## src/design/tqt_quant_gradient_macros.svh

```systemverilog
// Assertion macros shared by the quantisation gradient modules.
`ifndef TQT_QUANT_GRADIENT_MACROS_SVH
`define TQT_QUANT_GRADIENT_MACROS_SVH

// Consequent must hold in the same cycle as the antecedent.
`define TQT_ASSERT_IMP(label, clk, rst_n, ante, cons, msg) \
    label: assert property (@(posedge clk) disable iff (!rst_n) (ante) |-> (cons)) \
        else $error(msg);

// Consequent must hold in the cycle after the antecedent.
`define TQT_ASSERT_NXT(label, clk, rst_n, ante, cons, msg) \
    label: assert property (@(posedge clk) disable iff (!rst_n) (ante) |=> (cons)) \
        else $error(msg);

`endif

```

## src/design/tqt_pkg.sv

```systemverilog
// Shared types, codes and constants of the quantisation threshold gradient unit.
package tqt_pkg;

    localparam int DIV_STEPS = 48;
    localparam int MUL_STEPS = 5;
    localparam int CNT_W     = 6;
    localparam int ACC_W     = 110;

    localparam logic [31:0] LN2_Q32 = 32'hB172_17F8;
    localparam logic [63:0] SUM_POS_MAX = 64'h7FFF_FFFF_FFFF_FFFF;
    localparam logic [63:0] SUM_NEG_MAG = 64'h8000_0000_0000_0000;

    localparam logic [1:0] CFG_IDX_STEP_SCALE = 2'd0;
    localparam logic [1:0] CFG_IDX_LEVEL_MIN  = 2'd1;
    localparam logic [1:0] CFG_IDX_LEVEL_MAX  = 2'd2;

    localparam logic [31:0] RST_STEP_SCALE = 32'h0001_0000;
    localparam logic [15:0] RST_LEVEL_MIN  = 16'hFF80;
    localparam logic [15:0] RST_LEVEL_MAX  = 16'h007F;

    localparam logic [1:0] RANGE_IN    = 2'd0;
    localparam logic [1:0] RANGE_BELOW = 2'd1;
    localparam logic [1:0] RANGE_ABOVE = 2'd2;

    typedef enum logic [2:0] {
        ST_IDLE,
        ST_DIV,
        ST_ROUND,
        ST_MUL,
        ST_TERM,
        ST_DONE
    } state_t;

    typedef enum logic [3:0] {
        MUL_NONE,
        MUL_GS,
        MUL_LM,
        MUL_PL_LO,
        MUL_PL_HI,
        MUL_FP_LL,
        MUL_FP_LH,
        MUL_FP_HL,
        MUL_FP_HH
    } mul_op_t;

    typedef enum logic [2:0] {
        POST_NONE,
        POST_SAVE_P,
        POST_SAVE_LM,
        POST_SAVE_P2,
        POST_ACC_LOAD,
        POST_ACC_ADD32,
        POST_ACC_ADD64
    } post_op_t;

    typedef struct packed {
        logic [31:0] step_scale;
        logic [15:0] level_min;
        logic [15:0] level_max;
    } cfg_t;

    typedef struct packed {
        logic     load;
        logic     div_step;
        mul_op_t  mul_op;
        post_op_t post_op;
        logic     round;
        logic     term;
        logic     commit;
    } cmd_t;

    typedef struct packed {
        logic out_free;
    } status_t;

endpackage

```

## src/design/tqt_cfg_regs.sv

```systemverilog
// Configuration register file: step scale and level bounds.
module tqt_cfg_regs (
    input  logic               clk,
    input  logic               rst_n,
    input  logic               cfg_valid,
    output logic               cfg_ready,
    input  logic [1:0]         cfg_index,
    input  logic [31:0]        cfg_data,
    output tqt_pkg::cfg_t      cfg
);

    logic [31:0] step_scale_reg;
    logic [15:0] level_min_reg;
    logic [15:0] level_max_reg;

    assign cfg_ready = 1'b1;

    always_ff @(posedge clk or negedge rst_n)
    begin
        if (!rst_n)
        begin
            step_scale_reg <= tqt_pkg::RST_STEP_SCALE;
            level_min_reg  <= tqt_pkg::RST_LEVEL_MIN;
            level_max_reg  <= tqt_pkg::RST_LEVEL_MAX;
        end
        else if (cfg_valid && cfg_ready)
        begin
            case (cfg_index)
                tqt_pkg::CFG_IDX_STEP_SCALE: step_scale_reg <= cfg_data;
                tqt_pkg::CFG_IDX_LEVEL_MIN:  level_min_reg  <= cfg_data[15:0];
                tqt_pkg::CFG_IDX_LEVEL_MAX:  level_max_reg  <= cfg_data[15:0];
                default:
                begin
                end
            endcase
        end
    end

    assign cfg.step_scale = step_scale_reg;
    assign cfg.level_min  = level_min_reg;
    assign cfg.level_max  = level_max_reg;

endmodule

```

## config.mk

```make
export PLATFORM = sky130hd
export DESIGN_NAME = tqt_cfg_regs
export DESIGN_NICKNAME = d
export VERILOG_FILES = /design/src/design/tqt_quant_gradient_macros.svh /design/src/design/tqt_pkg.sv /design/src/design/tqt_cfg_regs.sv
export SDC_FILE = /design/constraint.sdc
export NUM_CORES = 1
export LEC_CHECK = 0
export BUFFER_PORTS_ARGS = -buffer_cell sky130_fd_sc_hd__buf_2
export CAP_MARGIN = 20
export CORE_MARGIN = 5
export CORE_UTILIZATION = 51
export CTS_CLUSTER_SIZE = 25
export DETAILED_ROUTE_END_ITERATION = 8
export MAX_ROUTING_LAYER = met4
export PLACE_DENSITY = 0.82
export SLEW_MARGIN = 20
export SYNTH_ARGS = -nofsm -noshare
export SYNTH_HDL_FRONTEND = slang
export SYNTH_SLANG_ARGS = --single-unit
```

## constraint.sdc

```tcl
create_clock -name clk -period 1.75 [get_ports clk]
set_input_delay 0.175 -clock clk [delete_from_list [all_inputs] [get_ports clk]]
set_output_delay 0.175 -clock clk [all_outputs]
set_load 0.03 [all_outputs]
```

==> impl_results.rst <==
.. list-table::
   :header-rows: 1

   * - Metric
     - Value
   * - Number of placed I/O pins
     - 102
   * - Clock tree skew after final layout
     - 0 ps
   * - Run status
     - completed
   * - Total internal power
     - 2952 uW
   * - Startpoint Class
     - flop
   * - Max incr delay on CP
     - 530 ps
   * - Detailed-route DRC error count
     - 0
   * - Deepest clock path buffer count
     - 2
   * - Number of instances in the synthesized netlist
     - 138
   * - Vias per inst
     - 5.056
   * - Critical path fanouts, max
     - 2
   * - Area post-placement
     - 0.002997 mm^2
   * - Hold Buf Count CTS
     - 1
   * - PnR worst setup slack
     - approximately 530 ps
   * - Arr. time, crit path
     - 1050 ps
   * - Layout overhead on the synthesized area
     - 30.42%
   * - Final Hold Violating Endpoints
     - 0
   * - Detailed placement HPWL
     - around 3500 um
   * - Fraction of post-synthesis cell area in the top cell type by area
     - 47.98%
   * - Placeable core area
     - 0.004692 mm^2
   * - Area leader, netlist
     - sky130_fd_sc_hd__dfrtp_1
   * - Overflow after GRT
     - 0
   * - Setup WS pre-CTS
     - 362.8 ps
   * - Sequential group share of total power
     - 44.2%
   * - Mean instance size in the synthesized netlist
     - between 15 and 20 um^2
   * - Gp weighted congestion
     - 0.7009
   * - Dominant delay contributor by cell family on the critical path
     - flip-flops
   * - Highest clock rate
     - about 820 MHz
   * - Vertical die dimension
     - roughly 79 um
   * - Buffers inserted during post-CTS setup optimization
     - 0
   * - MaxCap Viol Count
     - 0
   * - Combined area of all synthesized cells
     - 0.002451 mm^2
   * - Count of synthesis-stage warnings from yosys
     - 0
   * - Largest register FFs
     - 32
   * - Clock slew at reported path FFs
     - 60 ps
   * - Die Span X
     - 79.33 um
   * - Antenna violations before repair
     - 0
   * - Fraction of power spent switching nets
     - 33.28%
   * - Total clock buffers created by CTS
     - 9
   * - Final Cell Area
     - 0.003197 mm^2
   * - Source-to-sink clock delay at the later pin of the worst-skew pair
     - 320 ps
   * - Type of the worst min-delay path
     - in -> reg
   * - Pre-Repair DR Iteration Count
     - 4
   * - Number of pins exceeding their max-slew limit in the final report
     - 0
   * - Synthesized netlist net count
     - 175
   * - CP endpoint kind
     - output pin
   * - Power Dens Cells
     - 1384 mW/mm^2
   * - Fin crit period
     - between 1000 and 1500 ps
   * - DRC violation total after the first TritonRoute iteration
     - 62
   * - CTS tree
     - done
   * - Slowest-stage cell, CP
     - sky130_fd_sc_hd__dfstp_2
   * - H-tree level count
     - 3
   * - Peak supply drop
     - 0.0007539 V
   * - Total of buffers placed on input and output ports
     - 100
   * - Overall Global Routing Usage
     - between 10% and 20%
   * - Distinct cells, synth
     - 10
   * - Initial core utilization
     - 52.24%
   * - Clock network fraction of total power
     - a little over a quarter
   * - Number of resized instances in the post-cts repair step
     - 0
   * - Seq cells post-synth
     - 64
   * - Clock Tree Root
     - sky130_fd_sc_hd__clkbuf_8
   * - Number of setup violations in the final report
     - 0
   * - First-pass GRT wire length
     - 7997 um
   * - Die area
     - 0.006292 mm^2
   * - Share of post-route cells with drive strength above 1
     - between 70% and 80%
   * - Average wire per cell in the routed design
     - 15.94 um
   * - Net switching power of the design
     - 1472 uW
   * - Sequential area share after synthesis
     - 66.21%
   * - Reg-to-reg slack, setup
     - 970 ps
   * - Ant. Diodes
     - 0
   * - CP Class
     - reg -> out
   * - Pleak
     - between 0.0015 and 0.002 uW
   * - Number of vias in the routed layout
     - 1,542
   * - Combinational fraction of design power
     - 29.0%
   * - Placement row count
     - 25
   * - Maximum number of pins on one net before global-route repair
     - 65
   * - Post-route antenna net violation count
     - 0
   * - Final period utilization
     - 69.79%
   * - Fin Setup TNS
     - 0 ps
   * - Unrepaired setup endpoints after global routing
     - false
   * - Clock Sinks
     - 64
   * - Via count of the first global-routing pass
     - approximately 1,700
   * - Data required time at the worst endpoint
     - roughly 1600 ps
   * - Total detailed-routing wirelength
     - 4862 um
   * - CP cell instances
     - buf_2
   * - Number of nets at the end of the flow
     - approximately 280
   * - Buffers plus inverters on the worst setup path
     - 1
   * - Top post-synthesis cells by area
     - sky130_fd_sc_hd__dfrtp_1, sky130_fd_sc_hd__mux2_2, sky130_fd_sc_hd__dfstp_2
final cells by class:
class	count	area (um^2)
clock buffers	12	145.1
clock inverters	4	45.04
fillers	346	1495
multi-input cells	68	765.7
flip-flops and latches	64	1623
well taps	54	67.56
repair buffers	103	550.5
power by group through the flow:
| stage | clock network (uW) | logic, uW | registers, uW |
|---|---|---|---|
| detailed placement | 0 | 1300 | 1980 |
| CTS | 1220 | 1310 | 1960 |
| floorplan | 0 | 291 | 2550 |
| global placement | 0 | 1280 | 1970 |
| global route | 1300 | 1360 | 1990 |
| finish | 1190 | 1290 | 1950 |
final timing paths:
path                                                  endpoint  cells past startpoint                           start
worst max-delay path                                    cfg[5]                      1    level_max_reg[5]$_DFFE_PN1P_
worst min-delay path            step_scale_reg[31]$_DFFE_PN0P_                      2                    cfg_data[31]
worst max register to register  step_scale_reg[30]$_DFFE_PN0P_                      1  step_scale_reg[30]$_DFFE_PN0P_
worst min register to register   step_scale_reg[0]$_DFFE_PN0P_                      1   step_scale_reg[0]$_DFFE_PN0P_
max in group asynchronous         level_max_reg[3]$_DFFE_PN1P_                      3                           rst_n
min in group asynchronous         level_max_reg[9]$_DFFE_PN0P_                      3                           rst_n
kinds of logic (layout without fill, tap and decap cells):
kind of cell / after synthesis / in the layout / synth area share, %
mux: 64 / 64 / 29.40
other cells: 1 / 1 / 0.1530
buf+inv: 6 / 119 / 2.552
flops: 64 / 64 / 66.21
simple gates: 3 / 3 / 1.685
Yosys cell counts:
cell type and n:
sky130_fd_sc_hd__dfstp_2 17, sky130_fd_sc_hd__nor3b_4 1, sky130_fd_sc_hd__nand3b_2 2, sky130_fd_sc_hd__dfrtp_1 47, sky130_fd_sc_hd__buf_4 2, sky130_fd_sc_hd__buf_6 3
sky130_fd_sc_hd__mux2_1 2, sky130_fd_sc_hd__clkbuf_8 1, sky130_fd_sc_hd__mux2_2 62, sky130_fd_sc_hd__conb_1 1
metal layers:
metal,up-vias,part of all wire (%),global-route usage (%)
met4,0,1.7,9.278
met3,9,7.1,4.195
met1,761,42,21.82
met5,-,0,-
li1,703,-,-
met2,69,49,25.67
layout by cell type (no fill, tap or decap), drive strengths merged:
master / Yosys / final
dlygate4sd3: 0 / 1
clkbuf: 1 / 12
clkinv: 0 / 3
conb: 1 / 1
nand3b: 2 / 2
dfstp: 17 / 17
bufinv: 0 / 1
nor3b: 1 / 1
dfrtp: 47 / 47
mux2: 64 / 64
buf: 5 / 102
per-stage QoR:
step | hold slack (ps) | utilization, % | instances | total power [uW]
2_1_floorplan | -120.6 | - | 138 | 2842
3_3_place_gp | 213.6 | 63.87 | 288 | 3244
3_5_place_dp | 212.1 | 63.87 | 288 | 3280
4_1_cts | 61.62 | 68.13 | 305 | 4486
5_1_grt | 62.74 | 68.13 | 305 | 4647
6_report | 76.99 | 68.13 | 305 | 4425
Note: power is estimated with default switching activity, not from simulation.
