**config.mk**
```make
export PLATFORM = sky130hd
export DESIGN_NAME = tqt_datapath
export DESIGN_NICKNAME = d
export VERILOG_FILES = /design/src/design/tqt_pkg.sv /design/src/design/tqt_datapath.sv
export VERILOG_INCLUDE_DIRS = /design/src /design/src/design
export SDC_FILE = /design/constraint.sdc
export NUM_CORES = 2
export LEC_CHECK = 0
export ABC_AREA = 0
export ABC_CLOCK_PERIOD_IN_PS = 9800
export BUFFER_PORTS_ARGS = -buffer_cell sky130_fd_sc_hd__buf_2
export CAP_MARGIN = 25
export CORE_MARGIN = 2
export CORE_UTILIZATION = 56
export CTS_CLUSTER_DIAMETER = 30
export DETAILED_ROUTE_END_ITERATION = 8
export GPL_TIMING_DRIVEN = 0
export PLACE_DENSITY = 0.73
export SLEW_MARGIN = 20
export SYNTH_ARGS = -nofsm -noshare
export SYNTH_HDL_FRONTEND = slang
export SYNTH_SLANG_ARGS = --single-unit
```
**constraint.sdc**
```tcl
create_clock -name clk -period 9.8 [get_ports clk]
set_input_delay 1.47 -clock clk [delete_from_list [all_inputs] [get_ports clk]]
set_output_delay 1.47 -clock clk [all_outputs]
set_load 0.03 [all_outputs]
```
**src/design/tqt_quant_gradient_macros.svh**
```systemverilog
// Assertion macros shared by the quantisation gradient modules.
`ifndef TQT_QUANT_GRADIENT_MACROS_SVH
`define TQT_QUANT_GRADIENT_MACROS_SVH

// Consequent must hold in the same cycle as the antecedent.
`define TQT_ASSERT_IMP(label, clk, rst_n, ante, cons, msg) \
    label: assert property (@(posedge clk) disable iff (!rst_n) (ante) |-> (cons)) \
        else $error(msg);

// Consequent must hold in the cycle after the antecedent.
`define TQT_ASSERT_NXT(label, clk, rst_n, ante, cons, msg) \
    label: assert property (@(posedge clk) disable iff (!rst_n) (ante) |=> (cons)) \
        else $error(msg);

`endif

```
**src/design/tqt_pkg.sv**
```systemverilog
// Shared types, codes and constants of the quantisation threshold gradient unit.
package tqt_pkg;

    localparam int DIV_STEPS = 48;
    localparam int MUL_STEPS = 5;
    localparam int CNT_W     = 6;
    localparam int ACC_W     = 110;

    localparam logic [31:0] LN2_Q32 = 32'hB172_17F8;
    localparam logic [63:0] SUM_POS_MAX = 64'h7FFF_FFFF_FFFF_FFFF;
    localparam logic [63:0] SUM_NEG_MAG = 64'h8000_0000_0000_0000;

    localparam logic [1:0] CFG_IDX_STEP_SCALE = 2'd0;
    localparam logic [1:0] CFG_IDX_LEVEL_MIN  = 2'd1;
    localparam logic [1:0] CFG_IDX_LEVEL_MAX  = 2'd2;

    localparam logic [31:0] RST_STEP_SCALE = 32'h0001_0000;
    localparam logic [15:0] RST_LEVEL_MIN  = 16'hFF80;
    localparam logic [15:0] RST_LEVEL_MAX  = 16'h007F;

    localparam logic [1:0] RANGE_IN    = 2'd0;
    localparam logic [1:0] RANGE_BELOW = 2'd1;
    localparam logic [1:0] RANGE_ABOVE = 2'd2;

    typedef enum logic [2:0] {
        ST_IDLE,
        ST_DIV,
        ST_ROUND,
        ST_MUL,
        ST_TERM,
        ST_DONE
    } state_t;

    typedef enum logic [3:0] {
        MUL_NONE,
        MUL_GS,
        MUL_LM,
        MUL_PL_LO,
        MUL_PL_HI,
        MUL_FP_LL,
        MUL_FP_LH,
        MUL_FP_HL,
        MUL_FP_HH
    } mul_op_t;

    typedef enum logic [2:0] {
        POST_NONE,
        POST_SAVE_P,
        POST_SAVE_LM,
        POST_SAVE_P2,
        POST_ACC_LOAD,
        POST_ACC_ADD32,
        POST_ACC_ADD64
    } post_op_t;

    typedef struct packed {
        logic [31:0] step_scale;
        logic [15:0] level_min;
        logic [15:0] level_max;
    } cfg_t;

    typedef struct packed {
        logic     load;
        logic     div_step;
        mul_op_t  mul_op;
        post_op_t post_op;
        logic     round;
        logic     term;
        logic     commit;
    } cmd_t;

    typedef struct packed {
        logic out_free;
    } status_t;

endpackage

```
**src/design/tqt_datapath.sv**
```systemverilog
// Datapath: restoring divider, rounding, shared multiplier, accumulator and result register.
`include "tqt_quant_gradient_macros.svh"

module tqt_datapath (
    input  logic                clk,
    input  logic                rst_n,
    input  tqt_pkg::cfg_t       cfg,
    input  tqt_pkg::cmd_t       cmd,
    output tqt_pkg::status_t    status,
    input  logic signed [31:0]  sample_value,
    input  logic signed [31:0]  upstream_grad,
    input  logic                final_element,
    output logic                out_valid,
    input  logic                out_ready,
    output logic signed [31:0]  masked_grad,
    output logic [1:0]          range_status,
    output logic signed [63:0]  threshold_grad_sum,
    output logic                last
);

    localparam int AW = tqt_pkg::ACC_W;

    logic                xneg_reg;
    logic                gneg_reg;
    logic                fin_reg;
    logic [31:0]         grad_in_reg;
    logic [31:0]         gm_reg;
    logic [31:0]         rem_reg;
    logic [47:0]         quo_reg;
    logic [63:0]         mul_reg;
    logic [62:0]         p_reg;
    logic [30:0]         lm_reg;
    logic [62:0]         p2_reg;
    logic [AW-1:0]       acc_reg;
    logic [46:0]         fm_reg;
    logic                fneg_reg;
    logic                lt_reg;
    logic                gt_reg;
    logic [63:0]         term_reg;
    logic [63:0]         gacc_reg;
    logic                out_valid_reg;
    logic [31:0]         masked_reg;
    logic [1:0]          status_reg;
    logic [63:0]         sum_reg;
    logic                last_reg;

    logic [31:0]         divisor;
    logic [32:0]         div_shift;
    logic                div_ge;
    logic [32:0]         div_diff;
    logic [31:0]         xm_in;
    logic [31:0]         gm_in;
    logic [31:0]         mul_a;
    logic [31:0]         mul_b;
    logic [16:0]         lmin_abs;
    logic [16:0]         lmax_abs;
    logic [31:0]         q_int;
    logic [15:0]         q_frac;
    logic                sticky;
    logic                rnd_inc;
    logic [32:0]         rm;
    logic [33:0]         lvl;
    logic                lvl_lt;
    logic                lvl_gt;
    logic [16:0]         frac_mag;
    logic [46:0]         fm_next;
    logic                fneg_next;
    logic [AW-1:0]       acc_mul;
    logic [63:0]         mag;
    logic [63:0]         term_next;
    logic [63:0]         sum_raw;
    logic [63:0]         sum_sat;

    assign divisor   = (cfg.step_scale == 32'd0) ? 32'd1 : cfg.step_scale;
    assign div_shift = {rem_reg, quo_reg[47]};
    assign div_ge    = div_shift >= {1'b0, divisor};
    assign div_diff  = div_shift - {1'b0, divisor};

    assign xm_in = sample_value[31] ? (32'd0 - $unsigned(sample_value)) : $unsigned(sample_value);
    assign gm_in = upstream_grad[31] ? (32'd0 - $unsigned(upstream_grad))
                                     : $unsigned(upstream_grad);

    assign lmin_abs = cfg.level_min[15] ? (17'd0 - {cfg.level_min[15], cfg.level_min})
                                        : {1'b0, cfg.level_min};
    assign lmax_abs = cfg.level_max[15] ? (17'd0 - {cfg.level_max[15], cfg.level_max})
                                        : {1'b0, cfg.level_max};

    always_comb
    begin
        case (cmd.mul_op)
            tqt_pkg::MUL_GS:
            begin
                mul_a = gm_reg;
                mul_b = cfg.step_scale;
            end
            tqt_pkg::MUL_LM:
            begin
                mul_a = {15'd0, lmin_abs};
                mul_b = {15'd0, lmax_abs};
            end
            tqt_pkg::MUL_PL_LO:
            begin
                mul_a = p_reg[31:0];
                mul_b = tqt_pkg::LN2_Q32;
            end
            tqt_pkg::MUL_PL_HI:
            begin
                mul_a = {1'b0, p_reg[62:32]};
                mul_b = tqt_pkg::LN2_Q32;
            end
            tqt_pkg::MUL_FP_LL:
            begin
                mul_a = p2_reg[31:0];
                mul_b = fm_reg[31:0];
            end
            tqt_pkg::MUL_FP_LH:
            begin
                mul_a = p2_reg[31:0];
                mul_b = {17'd0, fm_reg[46:32]};
            end
            tqt_pkg::MUL_FP_HL:
            begin
                mul_a = {1'b0, p2_reg[62:32]};
                mul_b = fm_reg[31:0];
            end
            tqt_pkg::MUL_FP_HH:
            begin
                mul_a = {1'b0, p2_reg[62:32]};
                mul_b = {17'd0, fm_reg[46:32]};
            end
            default:
            begin
                mul_a = 32'd0;
                mul_b = 32'd0;
            end
        endcase
    end

    // Rounding: ties to even for a non-negative quotient, towards plus infinity otherwise.
    assign q_int    = quo_reg[47:16];
    assign q_frac   = quo_reg[15:0];
    assign sticky   = rem_reg != 32'd0;
    assign rnd_inc  = (q_frac[15] && ((q_frac[14:0] != 15'd0) || sticky))
                   || ((q_frac == 16'h8000) && !sticky && !xneg_reg && q_int[0]);
    assign rm       = {1'b0, q_int} + {32'd0, rnd_inc};
    assign lvl      = xneg_reg ? (34'd0 - {1'b0, rm}) : {1'b0, rm};
    assign lvl_lt   = $signed(lvl) < $signed({{18{cfg.level_min[15]}}, cfg.level_min});
    assign lvl_gt   = $signed(lvl) > $signed({{18{cfg.level_max[15]}}, cfg.level_max});
    assign frac_mag = rnd_inc ? (17'h10000 - {1'b0, q_frac}) : {1'b0, q_frac};

    always_comb
    begin
        if (lvl_lt && lvl_gt)
        begin
            fm_next   = {lm_reg, 16'd0};
            fneg_next = cfg.level_min[15] ^ cfg.level_max[15];
        end
        else if (lvl_lt)
        begin
            fm_next   = {14'd0, lmin_abs, 16'd0};
            fneg_next = cfg.level_min[15];
        end
        else if (lvl_gt)
        begin
            fm_next   = {14'd0, lmax_abs, 16'd0};
            fneg_next = cfg.level_max[15];
        end
        else
        begin
            fm_next   = {30'd0, frac_mag};
            fneg_next = !rnd_inc ^ xneg_reg;
        end
    end

    assign acc_mul = {{(AW-64){1'b0}}, mul_reg};

    assign mag       = (acc_reg[AW-1:80] != '0) ? {64{1'b1}} : acc_reg[79:16];
    assign term_next = (gneg_reg ^ fneg_reg)
        ? (64'd0 - ((mag > tqt_pkg::SUM_NEG_MAG) ? tqt_pkg::SUM_NEG_MAG : mag))
        : ((mag > tqt_pkg::SUM_POS_MAX) ? tqt_pkg::SUM_POS_MAX : mag);

    assign sum_raw = gacc_reg + term_reg;
    assign sum_sat = ((gacc_reg[63] == term_reg[63]) && (sum_raw[63] != term_reg[63]))
                   ? (term_reg[63] ? tqt_pkg::SUM_NEG_MAG : tqt_pkg::SUM_POS_MAX)
                   : sum_raw;

    always_ff @(posedge clk or negedge rst_n)
    begin
        if (!rst_n)
        begin
            gacc_reg      <= 64'd0;
            out_valid_reg <= 1'b0;
        end
        else
        begin
            if (cmd.commit)
            begin
                gacc_reg <= fin_reg ? 64'd0 : sum_sat;
            end
            if (cmd.commit)
            begin
                out_valid_reg <= 1'b1;
            end
            else if (out_ready)
            begin
                out_valid_reg <= 1'b0;
            end
        end
    end

    always_ff @(posedge clk)
    begin
        if (cmd.load)
        begin
            xneg_reg    <= sample_value[31];
            gneg_reg    <= upstream_grad[31];
            fin_reg     <= final_element;
            grad_in_reg <= upstream_grad;
            gm_reg      <= gm_in;
            quo_reg     <= {xm_in, 16'd0};
            rem_reg     <= 32'd0;
        end
        else if (cmd.div_step)
        begin
            quo_reg <= {quo_reg[46:0], div_ge};
            rem_reg <= div_ge ? div_diff[31:0] : div_shift[31:0];
        end

        if (cmd.mul_op != tqt_pkg::MUL_NONE)
        begin
            mul_reg <= {32'd0, mul_a} * {32'd0, mul_b};
        end

        case (cmd.post_op)
            tqt_pkg::POST_SAVE_P:    p_reg   <= mul_reg[62:0];
            tqt_pkg::POST_SAVE_LM:   lm_reg  <= mul_reg[30:0];
            tqt_pkg::POST_SAVE_P2:   p2_reg  <= acc_reg[94:32];
            tqt_pkg::POST_ACC_LOAD:  acc_reg <= acc_mul;
            tqt_pkg::POST_ACC_ADD32: acc_reg <= acc_reg + (acc_mul << 32);
            tqt_pkg::POST_ACC_ADD64: acc_reg <= acc_reg + (acc_mul << 64);
            default:
            begin
            end
        endcase

        if (cmd.round)
        begin
            fm_reg   <= fm_next;
            fneg_reg <= fneg_next;
            lt_reg   <= lvl_lt;
            gt_reg   <= lvl_gt;
        end

        if (cmd.term)
        begin
            term_reg <= term_next;
        end

        if (cmd.commit)
        begin
            masked_reg <= (lt_reg || gt_reg) ? 32'd0 : grad_in_reg;
            status_reg <= lt_reg ? tqt_pkg::RANGE_BELOW
                        : (gt_reg ? tqt_pkg::RANGE_ABOVE : tqt_pkg::RANGE_IN);
            sum_reg    <= fin_reg ? sum_sat : 64'd0;
            last_reg   <= fin_reg;
        end
    end

    assign status.out_free    = !out_valid_reg || out_ready;
    assign out_valid          = out_valid_reg;
    assign masked_grad        = $signed(masked_reg);
    assign range_status       = status_reg;
    assign threshold_grad_sum = $signed(sum_reg);
    assign last               = last_reg;

    `TQT_ASSERT_NXT(a_commit_shows_word, clk, rst_n, cmd.commit, out_valid_reg, "A committed word is not presented.")
    `TQT_ASSERT_NXT(a_last_clears_sum, clk, rst_n, cmd.commit && fin_reg, gacc_reg == 64'd0, "The accumulator was not cleared after the last element.")
    `TQT_ASSERT_IMP(a_sum_only_on_last, clk, rst_n, out_valid_reg && !last_reg, sum_reg == 64'd0, "A sum is shown on a word that is not the last.")
    `TQT_ASSERT_IMP(a_mask_out_of_range, clk, rst_n, out_valid_reg && (status_reg != tqt_pkg::RANGE_IN), masked_reg == 32'd0, "The gradient passed for a level out of range.")

endmodule

```
==> reports/qor.csv <==
metric,value,unit
status,finished with violations,
failing checks,setup timing,
Initial Utilization,0.562,
crit path launch type,input pin,
via count,72200,
Residual DRC,0,
"EDFF count, synth",625,
final WL,328000,um
site row count,138,
Hold Path Class,flop to flop,
CP Buf/Inv Count,11,
Die ar.,145000,um^2
maximum vdd drop,0.301,mV
clk sink count,738,
CTS tree,done,
Tot Pwr,0.0226,W
DP Wirelength,254000,um
switching share of power,0.456,
Worst Tran Pin Value,1160,ps
Synth Register Bits,738,
global route overflow,0,
Pwr Density,239,nW/um^2
CTS H-tree depth,4,
vias in the first global route,70800,
first-pass GRT wire length,474000,um
Crit path largest cell delay,560,ps
setup violators final,23,
TritonCTS buffer count,167,
largest net degree at the start of global routing,72,
sequential share of the synthesized area,0.270,
Critical Path End Type,flop,
"non-filler cells, final",11300,
Final #Nets,10800,
clock latency on the worst-skew pair,790,ps
Worst Path Required,10300,ps
Avg WL per Cell,29.1,um
max reg flops,94,
Die Y,380,um
syn_nets,10200,
CP max stage cell,fa_1,
Sw Pwr,0.0103,W
GPL Wtd Cong,1.07,
layout cells sized above 1,0.152,
"Area growth, synth to finish",19.5,%
root buffer cell,clkbuf_16,
unrepaired setup endpoints after global routing,true,
Clock Skews,78.3,ps
part of the power in combinational logic,0.517,
Reg2Reg Depth,28,
drt first pass iters,9,
CP Max Fanout,10,
max-cap viol count,0,
Final Critical Period,10440,ps
reg-to-reg setup timing slack,390,ps
Clk pwr share,0.246,
dpl ws,-3620,ps
worst setup path category,input pin to flop,
asr flop ratio synth,0.0881,
overall routing resource usage,0.450,
hold path endpoint,gacc_reg[51]$_DFFE_PN0P_,
P_leak,42.3,nW
Worst Setup SP,cfg[21],
core area,141000,um^2
Final ANT Viol Nets,0,
Ys Warns,0,
worst r2r src,gm_reg[31]$_SDFFCE_PN0P_,
Hold Buf Count CTS,0,
Mapped Area,79200,um^2
die width,380,um
RR Endpoint,mul_reg[63]$_DFFE_PP_,
Iteration-0 DRC Markers,9983,
placed instance count,10800,
Mapped Cells,8595,
clk buf depth,3,
"most used cell, CP",fa_1,
via/cell ratio,6.39,
WHS Path Cells,1,
Seq pwr share,0.236,
initial antenna violation count,16,
Min Hold Slack,495,ps
CP top delay family,adder cells,
io pins,245,
min-delay src,gacc_reg[51]$_DFFE_PN0P_,
prevailing post-synth register cell,edfxtp_1,
WP data arrival,10940,ps
worst setup margin,-644,ps
fmax,95.8,MHz
"Reg clk slew, reported paths",50,ps
PortBufs,241,
library cells used by synthesis,94,
internal power,0.0123,W
Worst slew margin,0.227,
mean post-synth cell area,9.22,um^2
final period utilization,1.07,
final hold vios,0,
Final Max Tran Viols,0,
[power groups by stage]
stage,combinational (W),sequential [W],clock (W)
2_1_floorplan,0.00721,0.00479,0
5_1_grt,0.0126,0.00529,0.00576
6_report,0.0117,0.00535,0.00558
3_5_place_dp,0.0105,0.00527,0
3_3_place_gp,0.0104,0.00528,0
4_1_cts,0.0111,0.00524,0.00559
[worst max path at each step]
stage | endpoint | cells past startpoint
detailed placement | mul_reg[63]$_DFFE_PP_ | 37
global route | mul_reg[57]$_DFFE_PP_ | 39
floorplan | mul_reg[63]$_DFFE_PP_ | 36
global placement | mul_reg[63]$_DFFE_PP_ | 37
CTS | mul_reg[63]$_DFFE_PP_ | 37
finish | mul_reg[57]$_DFFE_PP_ | 39
[per-stage QoR]
| stage | area, um^2 | utilization | setup TNS (ps) |
|---|---|---|---|
| 3_5_place_dp | 84500 | 0.599 | -100480 |
| 4_1_cts | 93600 | 0.663 | -4850 |
| 3_3_place_gp | 83700 | 0.593 | -102350 |
| 6_report | 94700 | 0.671 | -7750 |
| 5_1_grt | 94700 | 0.671 | -10860 |
| 2_1_floorplan | 80100 | - | -1040 |
[area by class of cell]
cell class	count	area (um^2)
Antenna cell	17	42.5
Buffer	421	2740
Clock buffer	200	4380
Clock inverter	109	1310
Fill cell	11200	46400
Inverter	1135	4330
Multi-Input combinational cell	6290	54300
Sequential cell	738	21400
Tap cell	1890	2360
Timing Repair Buffer	497	3860
Timing Repair inverter	2	10.0
[synth_stat cells (all sizes together), types with 51 or more instances]
cell type,count,area share
and3,63,0.0050
nand2b,63,0.0051
nor2,868,0.041
nand2,1048,0.050
fa,900,0.23
dfrtp,65,0.021
ha,543,0.086
nand4,103,0.0081
edfxtp,625,0.24
inv,1134,0.054
o22ai,59,0.0047
xor2,140,0.015
nor4,75,0.0063
nand3,123,0.0078
buf,51,0.0028
o21ai,373,0.024
nor2b,51,0.0040
xnor2,284,0.031
nor3,97,0.0063
a21o,163,0.015
a21oi,441,0.028
o31ai,55,0.0053
clkbuf,381,0.018
and2,99,0.0078
a211oi,57,0.0055
o21bai,52,0.0049
o2bb2ai,60,0.0066
[timing repair]
| action | in CTS | in global routing |
|---|---|---|
| setup buffers | 154 | 58 |
| endpoints found under the setup margin | 46 | 35 |
| gates cloned | 4 | 0 |
| pin swaps | 145 | 79 |
| gates resized for setup | 551 | 187 |
[per-layer routing]
layer	part of all wire	up-vias	global-route usage
met5	0.00057	-	0.00529
met4	0.076	8	0.270
met3	0.15	1251	0.170
met2	0.40	5284	0.628
met1	0.37	35200	0.594
li1	-	30400	-
[worst register-to-register path, delay by kind of cell (launching register included)]
family | cells | cell delay (ps)
XOR/XNOR | 1 | 70
AO/OA/AOI/OAI | 11 | 2520
adder cells (fa/ha/maj) | 9 | 4010
AND/OR/NAND/NOR | 3 | 800
flip-flops | 1 | 490
buffers and inverters | 4 | 1240
[cell families (layout without fill, tap and decap cells)]
kind of cell,count (synthesis),count (layout),share of synthesized area
AO/OA/AOI/OAI,1654,1654,0.136
XOR/XNOR,424,424,0.0469
adder cells (fa/ha/maj),1443,1443,0.313
buffers and inverters,1567,2364,0.0746
flip-flops,738,738,0.270
multiplexers,49,49,0.00624
other,0,17,0
AND/OR/NAND/NOR,2720,2720,0.153
[placed cells by master, fill, tap and decap left out, types with 104 or more instances in the layout]
master / n
buf_4: 200
fa_1: 855
inv_1: 1086
nand3_1: 104
edfxtp_1: 625
clkbuf_16: 185
nor2_1: 837
buf_2: 256
o21ai_0: 341
xor2_1: 137
a21oi_1: 417
nand2_1: 1023
a21o_1: 163
clkbuf_1: 228
xnor2_1: 258
ha_1: 518
Power figures use the tool's default switching activity.
