File: config.mk
export PLATFORM = sky130hd
export DESIGN_NAME = tqt_ctrl
export DESIGN_NICKNAME = d
export VERILOG_FILES = /design/src/design/tqt_pkg.sv /design/src/design/tqt_ctrl.sv
export VERILOG_INCLUDE_DIRS = /design/src /design/src/design
export SDC_FILE = /design/constraint.sdc
export NUM_CORES = 1
export LEC_CHECK = 0
export BUFFER_PORTS_ARGS = -buffer_cell sky130_fd_sc_hd__buf_2
export CAP_MARGIN = 30
export CORE_MARGIN = 1.5
export CORE_UTILIZATION = 52
export DETAILED_ROUTE_END_ITERATION = 8
export GPL_ROUTABILITY_DRIVEN = 0
export HOLD_SLACK_MARGIN = 0.05
export PLACE_DENSITY = 0.73
export RECOVER_POWER = 50
export SLEW_MARGIN = 30
export SYNTH_ARGS = -nofsm -noshare
export SYNTH_HDL_FRONTEND = slang
export SYNTH_SLANG_ARGS = --single-unit
File: constraint.sdc
create_clock -name clk -period 2.4 [get_ports clk]
set_input_delay 0.36 -clock clk [delete_from_list [all_inputs] [get_ports clk]]
set_output_delay 0.36 -clock clk [all_outputs]
set_load 0.01 [all_outputs]
File: src/design/tqt_quant_gradient_macros.svh
// Assertion macros shared by the quantisation gradient modules.
`ifndef TQT_QUANT_GRADIENT_MACROS_SVH
`define TQT_QUANT_GRADIENT_MACROS_SVH

// Consequent must hold in the same cycle as the antecedent.
`define TQT_ASSERT_IMP(label, clk, rst_n, ante, cons, msg) \
    label: assert property (@(posedge clk) disable iff (!rst_n) (ante) |-> (cons)) \
        else $error(msg);

// Consequent must hold in the cycle after the antecedent.
`define TQT_ASSERT_NXT(label, clk, rst_n, ante, cons, msg) \
    label: assert property (@(posedge clk) disable iff (!rst_n) (ante) |=> (cons)) \
        else $error(msg);

`endif

File: src/design/tqt_pkg.sv
// Shared types, codes and constants of the quantisation threshold gradient unit.
package tqt_pkg;

    localparam int DIV_STEPS = 48;
    localparam int MUL_STEPS = 5;
    localparam int CNT_W     = 6;
    localparam int ACC_W     = 110;

    localparam logic [31:0] LN2_Q32 = 32'hB172_17F8;
    localparam logic [63:0] SUM_POS_MAX = 64'h7FFF_FFFF_FFFF_FFFF;
    localparam logic [63:0] SUM_NEG_MAG = 64'h8000_0000_0000_0000;

    localparam logic [1:0] CFG_IDX_STEP_SCALE = 2'd0;
    localparam logic [1:0] CFG_IDX_LEVEL_MIN  = 2'd1;
    localparam logic [1:0] CFG_IDX_LEVEL_MAX  = 2'd2;

    localparam logic [31:0] RST_STEP_SCALE = 32'h0001_0000;
    localparam logic [15:0] RST_LEVEL_MIN  = 16'hFF80;
    localparam logic [15:0] RST_LEVEL_MAX  = 16'h007F;

    localparam logic [1:0] RANGE_IN    = 2'd0;
    localparam logic [1:0] RANGE_BELOW = 2'd1;
    localparam logic [1:0] RANGE_ABOVE = 2'd2;

    typedef enum logic [2:0] {
        ST_IDLE,
        ST_DIV,
        ST_ROUND,
        ST_MUL,
        ST_TERM,
        ST_DONE
    } state_t;

    typedef enum logic [3:0] {
        MUL_NONE,
        MUL_GS,
        MUL_LM,
        MUL_PL_LO,
        MUL_PL_HI,
        MUL_FP_LL,
        MUL_FP_LH,
        MUL_FP_HL,
        MUL_FP_HH
    } mul_op_t;

    typedef enum logic [2:0] {
        POST_NONE,
        POST_SAVE_P,
        POST_SAVE_LM,
        POST_SAVE_P2,
        POST_ACC_LOAD,
        POST_ACC_ADD32,
        POST_ACC_ADD64
    } post_op_t;

    typedef struct packed {
        logic [31:0] step_scale;
        logic [15:0] level_min;
        logic [15:0] level_max;
    } cfg_t;

    typedef struct packed {
        logic     load;
        logic     div_step;
        mul_op_t  mul_op;
        post_op_t post_op;
        logic     round;
        logic     term;
        logic     commit;
    } cmd_t;

    typedef struct packed {
        logic out_free;
    } status_t;

endpackage

File: src/design/tqt_ctrl.sv
// Controller state machine sequencing division, rounding, multiplies and commit.
`include "tqt_quant_gradient_macros.svh"

module tqt_ctrl (
    input  logic              clk,
    input  logic              rst_n,
    input  logic              in_valid,
    output logic              in_ready,
    input  tqt_pkg::status_t  status,
    output tqt_pkg::cmd_t     cmd
);

    tqt_pkg::state_t              state_reg;
    tqt_pkg::state_t              state_next;
    logic [tqt_pkg::CNT_W-1:0]    cnt_reg;
    logic [tqt_pkg::CNT_W-1:0]    cnt_next;

    always_ff @(posedge clk or negedge rst_n)
    begin
        if (!rst_n)
        begin
            state_reg <= tqt_pkg::ST_IDLE;
            cnt_reg   <= '0;
        end
        else
        begin
            state_reg <= state_next;
            cnt_reg   <= cnt_next;
        end
    end

    always_comb
    begin
        state_next  = state_reg;
        cnt_next    = cnt_reg;
        in_ready    = 1'b0;
        cmd         = '0;
        cmd.mul_op  = tqt_pkg::MUL_NONE;
        cmd.post_op = tqt_pkg::POST_NONE;
        case (state_reg)
            tqt_pkg::ST_IDLE:
            begin
                in_ready = 1'b1;
                if (in_valid)
                begin
                    cmd.load   = 1'b1;
                    cnt_next   = '0;
                    state_next = tqt_pkg::ST_DIV;
                end
            end
            tqt_pkg::ST_DIV:
            begin
                cmd.div_step = 1'b1;
                // The scale and ln2 products run on the multiplier alongside the division.
                case (cnt_reg)
                    6'd0:
                    begin
                        cmd.mul_op = tqt_pkg::MUL_GS;
                    end
                    6'd1:
                    begin
                        cmd.post_op = tqt_pkg::POST_SAVE_P;
                        cmd.mul_op  = tqt_pkg::MUL_LM;
                    end
                    6'd2:
                    begin
                        cmd.post_op = tqt_pkg::POST_SAVE_LM;
                        cmd.mul_op  = tqt_pkg::MUL_PL_LO;
                    end
                    6'd3:
                    begin
                        cmd.post_op = tqt_pkg::POST_ACC_LOAD;
                        cmd.mul_op  = tqt_pkg::MUL_PL_HI;
                    end
                    6'd4:
                    begin
                        cmd.post_op = tqt_pkg::POST_ACC_ADD32;
                    end
                    6'd5:
                    begin
                        cmd.post_op = tqt_pkg::POST_SAVE_P2;
                    end
                    default:
                    begin
                    end
                endcase
                if (cnt_reg == tqt_pkg::CNT_W'(tqt_pkg::DIV_STEPS - 1))
                begin
                    cnt_next   = '0;
                    state_next = tqt_pkg::ST_ROUND;
                end
                else
                begin
                    cnt_next = cnt_reg + 1'b1;
                end
            end
            tqt_pkg::ST_ROUND:
            begin
                cmd.round  = 1'b1;
                cnt_next   = '0;
                state_next = tqt_pkg::ST_MUL;
            end
            tqt_pkg::ST_MUL:
            begin
                case (cnt_reg)
                    6'd0:
                    begin
                        cmd.mul_op = tqt_pkg::MUL_FP_LL;
                    end
                    6'd1:
                    begin
                        cmd.post_op = tqt_pkg::POST_ACC_LOAD;
                        cmd.mul_op  = tqt_pkg::MUL_FP_LH;
                    end
                    6'd2:
                    begin
                        cmd.post_op = tqt_pkg::POST_ACC_ADD32;
                        cmd.mul_op  = tqt_pkg::MUL_FP_HL;
                    end
                    6'd3:
                    begin
                        cmd.post_op = tqt_pkg::POST_ACC_ADD32;
                        cmd.mul_op  = tqt_pkg::MUL_FP_HH;
                    end
                    default:
                    begin
                        cmd.post_op = tqt_pkg::POST_ACC_ADD64;
                    end
                endcase
                if (cnt_reg == tqt_pkg::CNT_W'(tqt_pkg::MUL_STEPS - 1))
                begin
                    cnt_next   = '0;
                    state_next = tqt_pkg::ST_TERM;
                end
                else
                begin
                    cnt_next = cnt_reg + 1'b1;
                end
            end
            tqt_pkg::ST_TERM:
            begin
                cmd.term   = 1'b1;
                state_next = tqt_pkg::ST_DONE;
            end
            tqt_pkg::ST_DONE:
            begin
                if (status.out_free)
                begin
                    cmd.commit = 1'b1;
                    state_next = tqt_pkg::ST_IDLE;
                end
            end
            default:
            begin
                state_next = tqt_pkg::ST_IDLE;
            end
        endcase
    end

    `TQT_ASSERT_NXT(a_load_starts_div, clk, rst_n, cmd.load, (state_reg == tqt_pkg::ST_DIV) && (cnt_reg == '0), "A loaded word did not start the division.")

endmodule

==> results of run 1 <==
## area by class of cell
type	instances	area, µm²
multi-input combinational	76	493
tap	15	18.8
inverter	4	15.0
timing repair buffer	17	83.8
clock inverter	1	5.00
fill	133	470
clock buffer	3	22.5
sequential	9	225
## power groups by stage
stage                     combinational [mW]  clock [mW]  sequential [mW]
final                                  0.628       0.116            0.337
after CTS                              0.630       0.120            0.329
after global placement                 0.622           0            0.331
after detailed placement               0.623           0            0.333
after global routing                   0.708       0.126            0.353
after floorplan                        0.552           0            0.254
## what timing repair did
action,4_1_cts,5_1_grt
setup endpoints to repair,0,3
endpoints found under the hold margin,9,0
hold buffers,1,0
resized for setup,0,1
## path summary, 6_finish.rpt
| path | cells past startpoint | start | endpoint | slack [ps] |
|---|---|---|---|---|
| max | 6 | cnt_reg[1]$_DFFE_PN0P_ | cmd[3] | 220 |
| min | 4 | status | state_reg[2]$_DFFE_PN0P_ | 440 |
| max reg2reg | 5 | cnt_reg[0]$_DFFE_PN0P_ | cnt_reg[4]$_DFFE_PN0P_ | 450 |
| min reg2reg | 1 | cnt_reg[5]$_DFFE_PN0P_ | cnt_reg[5]$_DFFE_PN0P_ | 580 |
| max in group asynchronous | 2 | rst_n | state_reg[1]$_DFFE_PN0P_ | 1510 |
| min in group asynchronous | 2 | rst_n | cnt_reg[1]$_DFFE_PN0P_ | 560 |
## metal layers
layer  vias up  GRT usage, %  part of all wire, %
met4         0          7.26                 0.25
met3         2          7.98                  5.0
met2        18          28.5                   47
li1        374             -                    -
met1       354          33.1                   48
met5         -             0                    0
## cells in the mapped netlist, drive strengths merged, types with 2 or more instances
| library cell | instances | area share [%] |
|---|---|---|
| and2 | 2 | 1.8 |
| a31oi | 2 | 1.6 |
| ha | 4 | 6.5 |
| nor2b | 2 | 1.6 |
| inv | 4 | 2.0 |
| or3 | 2 | 1.6 |
| o31ai | 2 | 2.0 |
| nor3 | 7 | 4.6 |
| a21oi | 7 | 4.6 |
| nand3b | 2 | 2.0 |
| nor3b | 2 | 2.0 |
| o21ai | 3 | 2.0 |
| nand2 | 8 | 3.9 |
| nand3 | 3 | 2.0 |
| nor2 | 10 | 4.9 |
| clkbuf | 3 | 1.6 |
| buf | 5 | 3.4 |
| nand2b | 3 | 2.5 |
| dfrtp | 9 | 29 |
| mux2i | 2 | 2.6 |
## critical path, delay by kind of cell (launching register included)
| family | cells | cell delay, ps |
|---|---|---|
| fa+ha+maj | 1 | 320 |
| buf+inv | 2 | 260 |
| simple gates | 1 | 310 |
| flops | 1 | 430 |
| compound gates | 2 | 240 |
## cell families after synthesis
kind of cell    after synthesis
flops                         9
compound gates               21
mux                           3
simple gates                 48
buf+inv                      12
fa+ha+maj                     4
## metrics by stage
step	cells	total power, mW	area (µm²)	hold WS [ps]	utilization (%)
after detailed placement	120	0.956	826	223	61.9
after CTS	125	1.08	863	432	64.7
after floorplan	97	0.806	766	64.4	-
final	125	1.08	863	436	64.7
after global placement	120	0.952	826	217	61.9
after global routing	125	1.19	863	497	64.7
==> summary.txt, run 1 <==
GRT
  • GRT Resource Usage Total: a little over a fifth
  • Total global routing overflow: 0
  • First-pass GRT wire length: 2.44 mm
  • Vias in the first global route: 574
  • Largest net degree at the start of global routing: 22
  • Antenna violations before repair: 0

STA
  • Fmax: 458 MHz
  • Final setup violation count: 0
  • Final Cycle Share: between 90% and 100%
  • Final worst slack: roughly 220 ps
  • Clock Skew: 3.10 ps
  • Slew HR: about three fifths
  • Min cycle time layout: 2180 ps
  • Fin. Hold Viols: 0
  • Setup TNS: 0 ps
  • Fin. max-slew vios: 0
  • RSZ-0062 raised after global routing: false
  • Worst-margin pin slew: approximately 600 ps

Power and ir drop
  • Pint: between 500 and 600 µW
  • Peak VDD IR: about 0.76 mV
  • PwrDens: 1250 nW/µm²
  • Combinational share of power: between 50 and 60%
  • Clock network power share: roughly a tenth
  • Switch share: around half
  • Net switching power: around 530 µW
  • Part of the power in registers: a little under a third
  • Leakage: 0.389 nW

Cells and area
  • Layout cell share with drive strength beyond 1: 20.9%
  • Most common cell after layout, fill and taps aside: buf_2
  • P&R area growth vs syn: 12.7%
  • ANT cells: 0
  • Max reg flops: 6
  • Most frequent cells in the layout: 11 x buf_2, 10 x nor2_1, 9 x dfrtp_1
  • Nets: 119

Logic synthesis
  • Post-synth EDFFs: 0
  • Post-synthesis mux area share: around 4.1%
  • Cells after Synth: 97
  • Simple logic cell fraction of the synthesized area: between 30% and 40%
  • Ys async rst share: 100%
  • Synth Flop Type: dfrtp_1
  • Main combinational cell family by area after synthesis: simple AND/OR/NAND/NOR gates
  • Seq/Total Area, Yosys: 29.4%
  • Compound-Gate Fraction of Synth Area: 18.5%
  • Synth cell types: 39
  • Adder-Cell Fraction of Synth Area: between 6 and 7%
  • Syn_nets: ~110
  • Synth Cell Area: approximately 770 µm²
  • Mean Syn Cell Area: approximately 7.9 µm²
  • Synth warnings: 0
  • Post-synthesis xor/xnor area fraction: 0%
  • FF+latch count, synth: 9

Clock network
  • Setup Buffers After CTS: 0
  • CTS Buf Count: 3
  • TritonCTS clock tree: yes
  • CTS HTree Levels: 1
  • Clock Latency Late Sink: roughly 260 ps
  • CTS sink cnt: 9
  • Clock tree root buffer cell: clkbuf_4
  • Clock Path Buffers: 2
  • Reg clk slew, reported paths: ~60 ps

Route
  • Total Routed Length: ~1.6 mm
  • DR pass1 iterations: 4
  • DRC viols: 0
  • Via count: 748
  • Detail Route Antenna Nets: 0
  • Iter 0 DRT Violations: 12
  • Vias/cell: approximately 6.0
  • Drt wl/cell: about 13 µm

Setup path
  • Critical path's largest stage delay: about 430 ps
  • Worst-path fanout max: 8
  • Worst Setup Path Type: flip-flop to primary output
  • Cell mode on critical path: a21oi_1
  • Crit. End Element: primary output
  • Worst Path Required: just over 2000 ps
  • Critical-path top delay cell: dfrtp_1
  • Worst Setup Start Kind: flip-flop
  • Arrival @ worst endpoint: approximately 1800 ps
  • Critical Path, Cell by Cell: inv_1 -> ha_1 -> a21oi_1 -> or3_1 -> a21oi_1 -> buf_2

Placement
  • Setup slack after placement: between 400 and 500 ps
  • Post-DP HPWL: about 1.1 mm
  • Port-buffer cells: 16

Die
  • Core Rows: 13
  • Die span in y: around 41 µm
  • Core area: approximately 1300 µm²
  • Io pins: 17
  • Initial core utilization: between 50% and 60%
  • Width of the die: 41.4 µm
  • Die area: 1710 µm²

Hold path
  • Worst Hold Class: primary input to flip-flop

Status
  • Status: finished clean

Flow run
  • MaxCap Viol Count: 0
Note: power is estimated with default switching activity, not from simulation.
==> run 2, diff against run 1 <==
Settings changed: CELL_PAD_IN_SITES_DETAIL_PLACEMENT set to 1, CELL_PAD_IN_SITES_GLOBAL_PLACEMENT set to 1, CORE_UTILIZATION 52 to 38.
==> summary.txt, run 2 (synthesized netlist as in run 1, its figures left out) <==
STA
  • Clock Skew: 1.88 ps (-1.21 ps)
  • Min cycle time layout: 2190 ps (+3.66 ps)
  • Slew HR: 56.2% (-3.5 points)
  • Fin. Hold Viols: 0 (unchanged)
  • RSZ-0062 raised after global routing: false
  • Final Cycle Share: 91.1% (+0.15 points)
  • Fin. max-slew vios: 0 (unchanged)
  • Worst-margin pin slew: 658 ps (+52.6 ps)
  • Setup TNS: 0 ps (unchanged)
  • Final worst slack: 213 ps (-3.66 ps)
  • Final setup violation count: 0 (unchanged)
  • Fmax: 457 MHz (-0.17%)

Clock network
  • Clock tree root buffer cell: clkbuf_4
  • Reg clk slew, reported paths: 60 ps (about the same)
  • CTS sink cnt: 9 (unchanged)
  • TritonCTS clock tree: yes
  • Setup Buffers After CTS: 0 (unchanged)
  • CTS Buf Count: 3 (unchanged)
  • Clock Latency Late Sink: 260 ps (about the same)
  • CTS HTree Levels: 1 (unchanged)
  • Clock Path Buffers: 2 (unchanged)

Route
  • Total Routed Length: 1.99 mm (+25%)
  • Drt wl/cell: 14.5 µm (+14%)
  • DRC viols: 0 (unchanged)
  • Via count: 748 (unchanged)
  • Detail Route Antenna Nets: 0 (unchanged)
  • DR pass1 iterations: 4 (unchanged)
  • Vias/cell: 5.46 (-8.8%)
  • Iter 0 DRT Violations: 8 (-4)

Cells and area
  • Most common cell after layout, fill and taps aside: buf_2
  • ANT cells: 0 (unchanged)
  • Post-route cell area: 877 µm² (+1.6%)
  • Fillers: 267 (+100%)
  • Max reg flops: 6 (unchanged)
  • P&R area growth vs syn: 14.5%
  • Layout cell share with drive strength beyond 1: 20.0% (-0.91 points)
  • Most frequent cells in the layout: 11 x buf_2, 10 x nor2_1, 9 x dfrtp_1
  • Nets: 119 (unchanged)

Setup path
  • Worst Setup Path Type: flip-flop to primary output
  • Worst Path Required: 2040 ps (about the same)
  • Crit. End Element: primary output
  • Reg2reg path depth: 5 (unchanged)
  • Worst-path fanout max: 8 (unchanged)
  • Worst Setup Start Kind: flip-flop
  • Arrival @ worst endpoint: 1830 ps (about the same)

Die
  • Width of the die: 47.9 µm (+16%)
  • Core area: 1920 µm² (+44%)
  • Die area: 2290 µm² (+34%)
  • Core Rows: 16 (+3)
  • Io pins: 17 (unchanged)
  • Die span in y: 47.9 µm (+16%)
  • Initial core utilization: 39.8% (-18 points)

GRT
  • First-pass GRT wire length: 2.99 mm (+22%)
  • Total global routing overflow: 0 (unchanged)
  • GRT Resource Usage Total: 19.2% (-2.8 points)
  • Vias in the first global route: 659 (+15%)
  • Antenna violations before repair: 0 (unchanged)
  • Largest net degree at the start of global routing: 22 (unchanged)

Placement
  • Port-buffer cells: 16 (unchanged)
  • Setup slack after placement: 309 ps (-140 ps)
  • Placed cell areas: 841 µm² (+1.8%)
  • Post-DP HPWL: 1.47 mm (+29%)

Power and ir drop
  • Peak VDD IR: 0.605 mV (-21%)
  • Leakage: 0.386 nW (-0.70%)
  • PwrDens: 1260 nW/µm² (+0.90%)

Hold path
  • Worst Hold Class: primary input to flip-flop
  • Hold Crit Depth: 4 (unchanged)

Status
  • Status: finished clean

Flow run
  • MaxCap Viol Count: 0 (unchanged)
run 2: cell types whose count changed in the layout (fill, tap and decap cells not counted), sizes merged:
cell,before,now
clkbuf,8,9
clkinv,1,0
run 2: through the flow:
step	power [mW]	hold WS [ps]	util [%]	cells
finish	1.11	473	45.6	137
global route	1.22	531	45.6	137
CTS	1.11	473	45.6	137
detailed placement	0.990	220	43.8	132
global placement	0.968	222	43.8	132
floorplan	0.806	64.4	-	97
run 2: cell type report:
cell class	instances	area (µm²)	area share (%)
sequential	9	225	25.7
timing repair buffer	17	83.8	9.56
tap	27	33.8	3.85
multi-input combinational	76	493	56.2
clock buffer	4	26.3	3.00
inverter	4	15.0	1.71
run 2: power breakdown:
part / internal, mW / leakage, nW / switching [mW] / total [mW]
clock network: 0.0637 / 0.0150 / 0.0480 / 0.112
logic: 0.281 / 0.259 / 0.376 / 0.656
registers: 0.209 / 0.112 / 0.131 / 0.340
run 2: worst max-delay path: stages (launching register included):
cell and delay, ps:
dfrtp_1 430, inv_1 130, ha_1 310, a21oi_1 90, or3_1 320, a21oi_1 140
buf_2 150
run 2: layer usage:
metal	share of wire (%)	vias to the layer above	wire length (µm)	GRT usage (%)
met2	47	14	944	31.2
met1	48	357	962	24.7
li1	-	373	-	-
met3	2.4	4	47	1.13
met5	0	-	0	0
met4	1.9	0	37	12.4
run 2: timing repair:
action	4_1_cts	5_1_grt
resized for setup	0	1
hold buffers	1	0
setup endpoints to repair	0	1
hold endpoints to repair	9	0
run 2: path summary, 6_finish.rpt:
check	start	end	slack [ps]
min in group asynchronous	rst_n	cnt_reg[5]$_DFFE_PN0P_	580
max in group asynchronous	rst_n	cnt_reg[1]$_DFFE_PN0P_	1500
min reg2reg	cnt_reg[5]$_DFFE_PN0P_	cnt_reg[5]$_DFFE_PN0P_	570
max	cnt_reg[1]$_DFFE_PN0P_	cmd[3]	210
max reg2reg	cnt_reg[0]$_DFFE_PN0P_	cnt_reg[1]$_DFFE_PN0P_	400
min	status	state_reg[2]$_DFFE_PN0P_	470
